--- src/rtl/psq_pkg.sv ---
`default_nettype none

package psq_pkg;

    // Default depth of the store
    localparam int CAPACITY_DEF = 16;

    // Field widths of the request and response items
    localparam int OP_W     = 3;
    localparam int VALUE_W  = 32;
    localparam int POS_W    = 5;
    localparam int STATUS_W = 2;
    localparam int COUNT_W  = 5;

    // Cell index width, sized for the largest supported depth (64)
    localparam int IDX_W = 6;

    // Operation codes
    localparam logic [OP_W-1:0] OP_INS_FRONT = 3'd0;
    localparam logic [OP_W-1:0] OP_INS_BACK  = 3'd1;
    localparam logic [OP_W-1:0] OP_DEL_FRONT = 3'd2;
    localparam logic [OP_W-1:0] OP_DEL_BACK  = 3'd3;
    localparam logic [OP_W-1:0] OP_INS_AT    = 3'd4;
    localparam logic [OP_W-1:0] OP_DEL_AT    = 3'd5;

    // Status codes
    localparam logic [STATUS_W-1:0] ST_DONE   = 2'd0;
    localparam logic [STATUS_W-1:0] ST_BADPOS = 2'd1;
    localparam logic [STATUS_W-1:0] ST_FULL   = 2'd2;
    localparam logic [STATUS_W-1:0] ST_EMPTY  = 2'd3;

    // Shift command broadcast to every cell of the chain
    typedef struct packed {
        logic             ins;  // open a gap at idx, write value there
        logic             del;  // close the gap at idx
        logic [IDX_W-1:0] idx;
    } t_shift_ctl;

endpackage

`default_nettype wire

--- src/rtl/psq_req_if.sv ---
`default_nettype none

interface psq_req_if;
    logic                                 valid;
    logic                                 ready;
    logic        [psq_pkg::OP_W-1:0]      operation;
    logic signed [psq_pkg::VALUE_W-1:0]   value;
    logic        [psq_pkg::POS_W-1:0]     position;

    modport source (output valid, operation, value, position, input ready);
    modport sink   (input valid, operation, value, position, output ready);
endinterface

`default_nettype wire

--- src/rtl/psq_rsp_if.sv ---
`default_nettype none

interface psq_rsp_if;
    logic                                 valid;
    logic                                 ready;
    logic        [psq_pkg::STATUS_W-1:0]  status;
    logic        [psq_pkg::COUNT_W-1:0]   count;
    logic signed [psq_pkg::VALUE_W-1:0]   front_value;
    logic signed [psq_pkg::VALUE_W-1:0]   back_value;

    modport source (output valid, status, count, front_value, back_value, input ready);
    modport sink   (input valid, status, count, front_value, back_value, output ready);
endinterface

`default_nettype wire

--- src/rtl/psq_cell.sv ---
`default_nettype none

// One chain cell; on a shift takes the new value or its left or right neighbor
module psq_cell #(
    parameter int IDX = 0
) (
    input  wire                               i_clk,
    input  wire psq_pkg::t_shift_ctl          i_ctl,
    input  wire logic [psq_pkg::VALUE_W-1:0]  i_value,
    input  wire logic [psq_pkg::VALUE_W-1:0]  i_left,
    input  wire logic [psq_pkg::VALUE_W-1:0]  i_right,
    output logic      [psq_pkg::VALUE_W-1:0]  o_data
);

    localparam logic [psq_pkg::IDX_W-1:0] MY_IDX = psq_pkg::IDX_W'(IDX);

    logic [psq_pkg::VALUE_W-1:0] r_data;
    logic [psq_pkg::VALUE_W-1:0] n_data;

    // Insert: write at the gap, cells behind it take from the left.
    // Delete: the gap and cells behind it take from the right.
    always_comb begin
        n_data = r_data;
        if (i_ctl.ins) begin
            if (MY_IDX == i_ctl.idx) begin
                n_data = i_value;
            end else if (MY_IDX > i_ctl.idx) begin
                n_data = i_left;
            end
        end else if (i_ctl.del) begin
            if (MY_IDX >= i_ctl.idx) begin
                n_data = i_right;
            end
        end
    end

    // Payload only, no reset
    always_ff @(posedge i_clk) begin
        r_data <= n_data;
    end

    assign o_data = r_data;

endmodule

`default_nettype wire

--- src/rtl/positional_sequence_store.sv ---
`default_nettype none

// Channel   Dir   Fields
// i_req     in    operation[2:0], value[31:0] signed, position[4:0]
// o_rsp     out   status[1:0], count[4:0], front_value[31:0], back_value[31:0]
//
// One item per cycle unless stalled: cells at and behind the position shift in the
// accept cycle, and the response appears from the output register in the next cycle.
// A held response stalls the request side; i_req.ready = !o_rsp.valid || o_rsp.ready.
// Reset (i_rst_n low, synchronous) empties the store; entry storage is not cleared.
// front_value and back_value are read from the cells while the response is held.
module positional_sequence_store #(
    parameter int CAPACITY = psq_pkg::CAPACITY_DEF
) (
    input  wire  i_clk,
    input  wire  i_rst_n,
    psq_req_if.sink   i_req,
    psq_rsp_if.source o_rsp
);

    localparam int CNT_W = $clog2(CAPACITY + 1);
    localparam int BI_W  = $clog2(CAPACITY);
    localparam int CMP_W = ((CNT_W > psq_pkg::POS_W) ? CNT_W : psq_pkg::POS_W) + 1;

    logic [CNT_W-1:0]              r_count;
    logic [CNT_W-1:0]              n_count;
    logic                          r_valid;
    logic [psq_pkg::STATUS_W-1:0]  r_status;
    logic [psq_pkg::STATUS_W-1:0]  n_status;
    logic                          accept;
    logic                          full;
    logic [CMP_W-1:0]              pos_e;
    logic [CMP_W-1:0]              cnt_e;
    psq_pkg::t_shift_ctl           dec_ctl;
    psq_pkg::t_shift_ctl           ctl;
    logic [psq_pkg::VALUE_W-1:0]   cell_data [CAPACITY];
    logic [BI_W-1:0]               back_idx;
    logic [CNT_W+psq_pkg::COUNT_W-1:0] cnt_out;

    assign accept = i_req.valid && i_req.ready;
    assign full   = (r_count == CNT_W'(CAPACITY));
    assign pos_e  = CMP_W'(i_req.position);
    assign cnt_e  = CMP_W'(r_count);

    // Operation decode: status, shift command and new count
    always_comb begin
        n_status = psq_pkg::ST_DONE;
        dec_ctl  = '0;
        n_count  = r_count;
        case (i_req.operation)
            psq_pkg::OP_INS_FRONT: begin
                if (full) begin
                    n_status = psq_pkg::ST_FULL;
                end else begin
                    dec_ctl.ins = 1'b1;
                    n_count     = r_count + CNT_W'(1);
                end
            end
            psq_pkg::OP_INS_BACK: begin
                if (full) begin
                    n_status = psq_pkg::ST_FULL;
                end else begin
                    dec_ctl.ins = 1'b1;
                    dec_ctl.idx = psq_pkg::IDX_W'(r_count);
                    n_count     = r_count + CNT_W'(1);
                end
            end
            psq_pkg::OP_DEL_FRONT: begin
                if (r_count == '0) begin
                    n_status = psq_pkg::ST_EMPTY;
                end else begin
                    dec_ctl.del = 1'b1;
                    n_count     = r_count - CNT_W'(1);
                end
            end
            psq_pkg::OP_DEL_BACK: begin
                if (r_count == '0) begin
                    n_status = psq_pkg::ST_EMPTY;
                end else begin
                    dec_ctl.del = 1'b1;
                    dec_ctl.idx = psq_pkg::IDX_W'(r_count - CNT_W'(1));
                    n_count     = r_count - CNT_W'(1);
                end
            end
            psq_pkg::OP_INS_AT: begin
                // position check wins over the full check
                if (pos_e == '0 || pos_e > cnt_e + CMP_W'(1)) begin
                    n_status = psq_pkg::ST_BADPOS;
                end else if (full) begin
                    n_status = psq_pkg::ST_FULL;
                end else begin
                    dec_ctl.ins = 1'b1;
                    dec_ctl.idx = psq_pkg::IDX_W'(i_req.position) - psq_pkg::IDX_W'(1);
                    n_count     = r_count + CNT_W'(1);
                end
            end
            psq_pkg::OP_DEL_AT: begin
                // delete at on an empty store is a bad position, not empty
                if (pos_e == '0 || pos_e > cnt_e) begin
                    n_status = psq_pkg::ST_BADPOS;
                end else begin
                    dec_ctl.del = 1'b1;
                    dec_ctl.idx = psq_pkg::IDX_W'(i_req.position) - psq_pkg::IDX_W'(1);
                    n_count     = r_count - CNT_W'(1);
                end
            end
            default: begin
                n_status = psq_pkg::ST_BADPOS;
            end
        endcase
    end

    // Shift only on an accepted item
    always_comb begin
        ctl     = dec_ctl;
        ctl.ins = dec_ctl.ins && accept;
        ctl.del = dec_ctl.del && accept;
    end

    // Chain of cells, front at index 0
    for (genvar g = 0; g < CAPACITY; g++) begin : g_cell
        logic [psq_pkg::VALUE_W-1:0] left_data;
        logic [psq_pkg::VALUE_W-1:0] right_data;

        if (g == 0) begin : g_first
            assign left_data = i_req.value;
        end else begin : g_mid_l
            assign left_data = cell_data[g-1];
        end

        if (g == CAPACITY - 1) begin : g_last
            assign right_data = cell_data[g];
        end else begin : g_mid_r
            assign right_data = cell_data[g+1];
        end

        psq_cell #(
            .IDX (g)
        ) u_cell (
            .i_clk   (i_clk),
            .i_ctl   (ctl),
            .i_value (i_req.value),
            .i_left  (left_data),
            .i_right (right_data),
            .o_data  (cell_data[g])
        );
    end

    // Count and response register
    always_ff @(posedge i_clk) begin
        if (!i_rst_n) begin
            r_count <= '0;
            r_valid <= 1'b0;
        end else begin
            if (accept) begin
                r_count <= n_count;
                r_valid <= 1'b1;
            end else if (o_rsp.ready) begin
                r_valid <= 1'b0;
            end
        end
    end

    always_ff @(posedge i_clk) begin
        if (accept) begin
            r_status <= n_status;
        end
    end

    assign i_req.ready = !r_valid || o_rsp.ready;

    // Response fields; the cells hold still while the response waits
    assign back_idx          = BI_W'(r_count - CNT_W'(1));
    assign cnt_out           = (CNT_W + psq_pkg::COUNT_W)'(r_count);
    assign o_rsp.valid       = r_valid;
    assign o_rsp.status      = r_status;
    assign o_rsp.count       = cnt_out[psq_pkg::COUNT_W-1:0];
    assign o_rsp.front_value = (r_count == '0) ? '0 : cell_data[0];
    assign o_rsp.back_value  = (r_count == '0) ? '0 : cell_data[back_idx];

`ifndef SYNTHESIS
    a_count_bound: assert property (@(posedge i_clk) disable iff (!i_rst_n)
        r_count <= CNT_W'(CAPACITY))
        else $error("store count above capacity");

    a_done_moves_count: assert property (@(posedge i_clk) disable iff (!i_rst_n)
        accept |=> ((r_status == psq_pkg::ST_DONE) == (r_count != $past(r_count))))
        else $error("count change does not match status");

    a_empty_status: assert property (@(posedge i_clk) disable iff (!i_rst_n)
        (r_valid && r_status == psq_pkg::ST_EMPTY) |-> (r_count == '0))
        else $error("empty status with entries stored");
`endif

endmodule

`default_nettype wire

--- src/flat_wrapper.sv ---
// flat-port wrapper written by rule: the top's interface ports become plain ports
module positional_sequence_store_flat 
#(
    parameter int CAPACITY = psq_pkg::CAPACITY_DEF
)
  (i_clk, i_rst_n, i_req_valid, i_req_operation, i_req_value, i_req_position, i_req_ready, o_rsp_valid, o_rsp_status, o_rsp_count, o_rsp_front_value, o_rsp_back_value, o_rsp_ready);
  psq_req_if i_req_i ();
  psq_rsp_if o_rsp_i ();
  input  wire i_clk;
  input  wire i_rst_n;
  input wire logic [$bits(i_req_i.valid)-1:0] i_req_valid;
  input wire logic [$bits(i_req_i.operation)-1:0] i_req_operation;
  input wire logic [$bits(i_req_i.value)-1:0] i_req_value;
  input wire logic [$bits(i_req_i.position)-1:0] i_req_position;
  output wire logic [$bits(i_req_i.ready)-1:0] i_req_ready;
  output wire logic [$bits(o_rsp_i.valid)-1:0] o_rsp_valid;
  output wire logic [$bits(o_rsp_i.status)-1:0] o_rsp_status;
  output wire logic [$bits(o_rsp_i.count)-1:0] o_rsp_count;
  output wire logic [$bits(o_rsp_i.front_value)-1:0] o_rsp_front_value;
  output wire logic [$bits(o_rsp_i.back_value)-1:0] o_rsp_back_value;
  input wire logic [$bits(o_rsp_i.ready)-1:0] o_rsp_ready;
  assign i_req_i.valid = i_req_valid;
  assign i_req_i.operation = i_req_operation;
  assign i_req_i.value = i_req_value;
  assign i_req_i.position = i_req_position;
  assign i_req_ready = i_req_i.ready;
  assign o_rsp_valid = o_rsp_i.valid;
  assign o_rsp_status = o_rsp_i.status;
  assign o_rsp_count = o_rsp_i.count;
  assign o_rsp_front_value = o_rsp_i.front_value;
  assign o_rsp_back_value = o_rsp_i.back_value;
  assign o_rsp_i.ready = o_rsp_ready;
  positional_sequence_store #(.CAPACITY(CAPACITY)) u_core (.i_clk(i_clk), .i_rst_n(i_rst_n), .i_req(i_req_i), .o_rsp(o_rsp_i));
endmodule
--- config.mk ---
export PLATFORM = sky130hd
export DESIGN_NAME = positional_sequence_store_flat
export DESIGN_NICKNAME = d
export VERILOG_FILES = /design/src/rtl/psq_pkg.sv /design/src/rtl/psq_req_if.sv /design/src/rtl/psq_rsp_if.sv /design/src/rtl/psq_cell.sv /design/src/rtl/positional_sequence_store.sv /design/src/flat_wrapper.sv
export SDC_FILE = /design/constraint.sdc
export NUM_CORES = 2
export LEC_CHECK = 0
export BUFFER_PORTS_ARGS = -buffer_cell sky130_fd_sc_hd__buf_2
export CAP_MARGIN = 15
export CORE_ASPECT_RATIO = 1.1
export CORE_UTILIZATION = 57
export CTS_CLUSTER_DIAMETER = 50
export DETAILED_ROUTE_END_ITERATION = 10
export GPL_TIMING_DRIVEN = 0
export PLACE_DENSITY_LB_ADDON = 0.2
export SETUP_SLACK_MARGIN = 0.1
export SLEW_MARGIN = 20
export SYNTH_ARGS = -nofsm -noshare
export SYNTH_HDL_FRONTEND = slang
export SYNTH_SLANG_ARGS = --single-unit
export TNS_END_PERCENT = 5
--- constraint.sdc ---
create_clock -name i_clk -period 7.3 [get_ports i_clk]
set_input_delay 0.73 -clock i_clk [delete_from_list [all_inputs] [get_ports i_clk]]
set_output_delay 0.73 -clock i_clk [all_outputs]
set_load 0.02 [all_outputs]
==> impl_metrics.yaml <==
status:
  result_of_the_run: "finished, final reports clean"
floorplanning:
  core_region_area_mm2: 0.0539
  die_width_um: 225
  floorplan.rows: 89
  start_util_pct: 58.0
  ios: 117
  die-area_mm2: 0.0558
  die_height_um: 248
route:
  via_per_inst: 7.24
  drc_violations: 0
  postRouteWirelength_mm: 124
  post_drt_wl_per_cell_um: 32.5
  first_pass_iters: 6
  routed-via-count: 27700
  drtAntennaViolNets: 0
  first_iter_violations: 4533
timing:
  timing.final.crit_share_pct: 94.2
  fin_setup_tns_ns: 0
  relSlewSlack_pct: 17.2
  timing.fmax_ghz: 0.145
  worstMarginPinSlew_ns: 1.24
  setup-violations-final: 0
  final_hold_viol_count: 0
  final-max-slew-violation-count: 0
  finClkSkew_ns: 0.0218
  period_minus_slack_ns: 6.87
  rsz0062_at_grt: "no"
global_routing:
  grt_pass1_vias: 26900
  global_route.overflow_total: 0
  grt_start_max_net_pins: 27
  antenna_found_initial: 0
  global_route.usage.total_pct: 44.6
  wire_length_of_the_first_global_routing_pass_mm: 178
layout:
  antennaDiodeCount: 0
  drive_gt1_share_pct: 17.9
  postLayoutCoreUtil_pct: 65.8
  non_filler_cell_area_final_mm2: 0.0355
  filler_cell_count: 4280
  number_of_nets_in_the_final_layout: 3106
  layout_area_growth_over_synthesis_pct: 13.5
clocking:
  tritoncts_clock_tree: "done"
  cts.reportedPaths.clkPinSlew_ns: 0.06
  cts_hold_buf: 0
  clock-root-buffer: "sky130_fd_sc_hd__clkbuf_16"
  htreeDepth: 2
  clock_insertion_delay_worst_skew_ns: 0.67
  cts-buffers-inserted: 60
  tritoncts_num_sinks: 520
  number_of_buffers_on_the_longest_clock_path: 3
run:
  cap_viol_max_count: 0
synthesis:
  postSynth.topFlopCell: "sky130_fd_sc_hd__edfxtp_1"
  syn_nets: 2900
  async_reset_ff_share_pct: 0
  postSynthRegisterBits: 520
  synth.yosys.seq_area_share_pct: 49.8
  ys_types: 70
  postSynthAreaPerCell_um2: 11.0
  ys.warnings.count: 0
  syn-instance-count: 2842
  synth_edf_count: 514
  netlist_area_mm2: 0.0312
hold_path:
  hold_end: "u_core.o_rsp.valid"
  hp-class: "in2reg"
  worst_hold_path.num_cells: 3
  hp-start: "i_req_valid"
worst_setup_path:
  timing.critical_path.required_ns: 7.66
  critical_path.cell_chain: "buf_6 > inv_1 > ha_1 > clkdlybuf4s15_2 > buf_2 > inv_1 > ha_1 > nor2b_1 > o21bai_1 > a31oi_4 > o31ai_2 > nand3_1 > buf_2 > buf_2 > clkbuf_1 > nor2b_4 > buf_16"
  worstSetupPathType: "reg2reg"
  reg2regPathDepth: 17
  endpoint_kind: "flip-flop"
  critical_path.reg2reg.endpoint: "u_core.g_cell[15].u_cell.o_data[24]"
  crit_slowest_cell: "sky130_fd_sc_hd__nor2b_4"
  r2r_slack_ns: 0.43
  crit_path_max_incr_delay_ns: 0.73
  rr_startpoint: "u_core.o_rsp.count[0]"
  start_kind: "flip-flop"
  worst_path_fanout_max: 35
  arrival_time_reported_for_the_critical_path_endpoint_ns: 7.23
  critical_path.most_common_cell: "sky130_fd_sc_hd__buf_2"
placement:
  post_dp_cell_area_mm2: 0.0335
  io_buffers: 115
  post-dp-hpwl_mm: 86.8
  finalWeightedCongestion: 0.992
pwr:
  ir_drop_uv: 210
  power.density_mw_per_mm2: 252
  static-leakage-power_nw: 13.3
==> through the flow <==
step	std cells	hold WS, ns	total power, mW	setup slack [ns]
after floorplan	2842	0.535	5.03	0.471
after global placement	3685	0.495	5.79	-3.66
after detailed placement	3709	0.521	5.92	-2.09
after CTS	3819	0.330	8.79	0.123
after global routing	3823	0.361	9.10	0.330
final	3823	0.326	8.92	0.427
==> where the power goes <==
part	switching, mW	total [mW]	internal, mW
clock	1.34	2.94	1.60
sequential	0.160	3.75	3.59
combinational	1.46	2.23	0.768
==> layer usage <==
| layer | GRT usage, % | part of all wire [%] |
|---|---|---|
| met5 | 1.57 | 0.10 |
| met4 | 30.3 | 7.6 |
| met3 | 13.8 | 15 |
| met2 | 65.7 | 43 |
| met1 | 56.5 | 34 |
==> worst max-delay path, delay by kind of cell (launching register included) <==
family | cells | cell delay [ns]
adders and majority gates | 2 | 0.87
DFF | 1 | 0.43
buffers and inverters | 9 | 3.10
AOI/OAI and AO/OA | 3 | 0.93
and+or+nand+nor | 3 | 1.16
==> final cells by class <==
cell class	instances	area, um2	area share (%)
Sequential cell	520	15600	43.9
Multi-Input combinational cell	2042	14600	41.0
Tap cell	728	911	2.57
Inverter	14	57.6	0.162
Clock inverter	36	264	0.745
Buffer	264	1270	3.59
Clock buffer	73	1570	4.43
Timing Repair Buffer	146	1270	3.59
==> state kept, by name, summed over array words and instances, names as in the netlist <==
register,cells
u_core.o_rsp.valid,1
u_core.g_cell.u_cell.o_data,512
u_core.o_rsp.status,2
u_core.o_rsp.count,5
==> placed cells by master (no fill, tap or decap), types with 21 or more instances in the layout <==
cell type                   count
sky130_fd_sc_hd__nand2_1      610
sky130_fd_sc_hd__edfxtp_1     514
sky130_fd_sc_hd__mux2i_1      323
sky130_fd_sc_hd__o21ai_0      242
sky130_fd_sc_hd__buf_2        205
sky130_fd_sc_hd__clkbuf_1     144
sky130_fd_sc_hd__mux4_2       128
sky130_fd_sc_hd__nor2_1        96
sky130_fd_sc_hd__nand3_1       92
sky130_fd_sc_hd__o211ai_1      89
sky130_fd_sc_hd__a21oi_1       87
sky130_fd_sc_hd__nor2b_1       66
sky130_fd_sc_hd__a211oi_1      66
sky130_fd_sc_hd__clkbuf_16     61
sky130_fd_sc_hd__o21ai_1       54
sky130_fd_sc_hd__a31oi_1       42
sky130_fd_sc_hd__mux2_2        26
sky130_fd_sc_hd__buf_4         21
==> timing repair <==
| item | in CTS | in global routing |
|---|---|---|
| setup endpoints to repair | 1056 | 96 |
| resized for setup | 6 | 1 |
| pin swaps | 2 | 0 |
| setup buffers | 2 | 5 |
| cloned | 1 | 0 |
==> synthesized netlist by cell type (6+ instances only) <==
master	n	share of area, %
sky130_fd_sc_hd__mux2_1	7	0.25
sky130_fd_sc_hd__o211ai_1	89	2.1
sky130_fd_sc_hd__inv_1	14	0.17
sky130_fd_sc_hd__dfxtp_1	6	0.38
sky130_fd_sc_hd__mux4_2	128	9.2
sky130_fd_sc_hd__and2_1	10	0.20
sky130_fd_sc_hd__clkbuf_1	135	1.6
sky130_fd_sc_hd__nor2_1	100	1.2
sky130_fd_sc_hd__buf_1	16	0.19
sky130_fd_sc_hd__a21oi_1	94	1.5
sky130_fd_sc_hd__xnor2_1	10	0.28
sky130_fd_sc_hd__a211oi_1	66	1.6
sky130_fd_sc_hd__ha_1	14	0.56
sky130_fd_sc_hd__nor2b_1	67	1.3
sky130_fd_sc_hd__buf_2	89	1.4
sky130_fd_sc_hd__buf_4	18	0.43
sky130_fd_sc_hd__nand2b_1	7	0.14
sky130_fd_sc_hd__mux2_2	26	0.94
sky130_fd_sc_hd__o21ai_0	243	3.9
sky130_fd_sc_hd__mux2i_1	323	10
sky130_fd_sc_hd__a31oi_1	42	0.84
sky130_fd_sc_hd__edfxtp_1	514	49
sky130_fd_sc_hd__o21ai_1	54	0.86
sky130_fd_sc_hd__nand2_1	610	7.3
sky130_fd_sc_hd__nand3_1	93	1.5
==> cell families after synthesis <==
group / synth area share (%)
simple gates: 12.5
compound gates: 11.9
flops: 49.8
mux: 20.8
buf+inv: 4.22
fa+ha+maj: 0.561
xor+xnor: 0.336
==> worst max-delay path by stage <==
stage	startpoint	end	slack, ns
after global placement	u_core.o_rsp.count[0]	u_core.g_cell[4].u_cell.o_data[17]	-3.66
after CTS	u_core.o_rsp.count[0]	u_core.g_cell[0].u_cell.o_data[21]	0.12
after floorplan	u_core.o_rsp.count[0]	u_core.g_cell[4].u_cell.o_data[0]	0.47
after global routing	u_core.o_rsp.count[0]	u_core.g_cell[15].u_cell.o_data[24]	0.33
after detailed placement	u_core.o_rsp.count[0]	u_core.g_cell[0].u_cell.o_data[17]	-2.09
final	u_core.o_rsp.count[0]	u_core.g_cell[15].u_cell.o_data[24]	0.43
(Power assumes the default switching activity.)
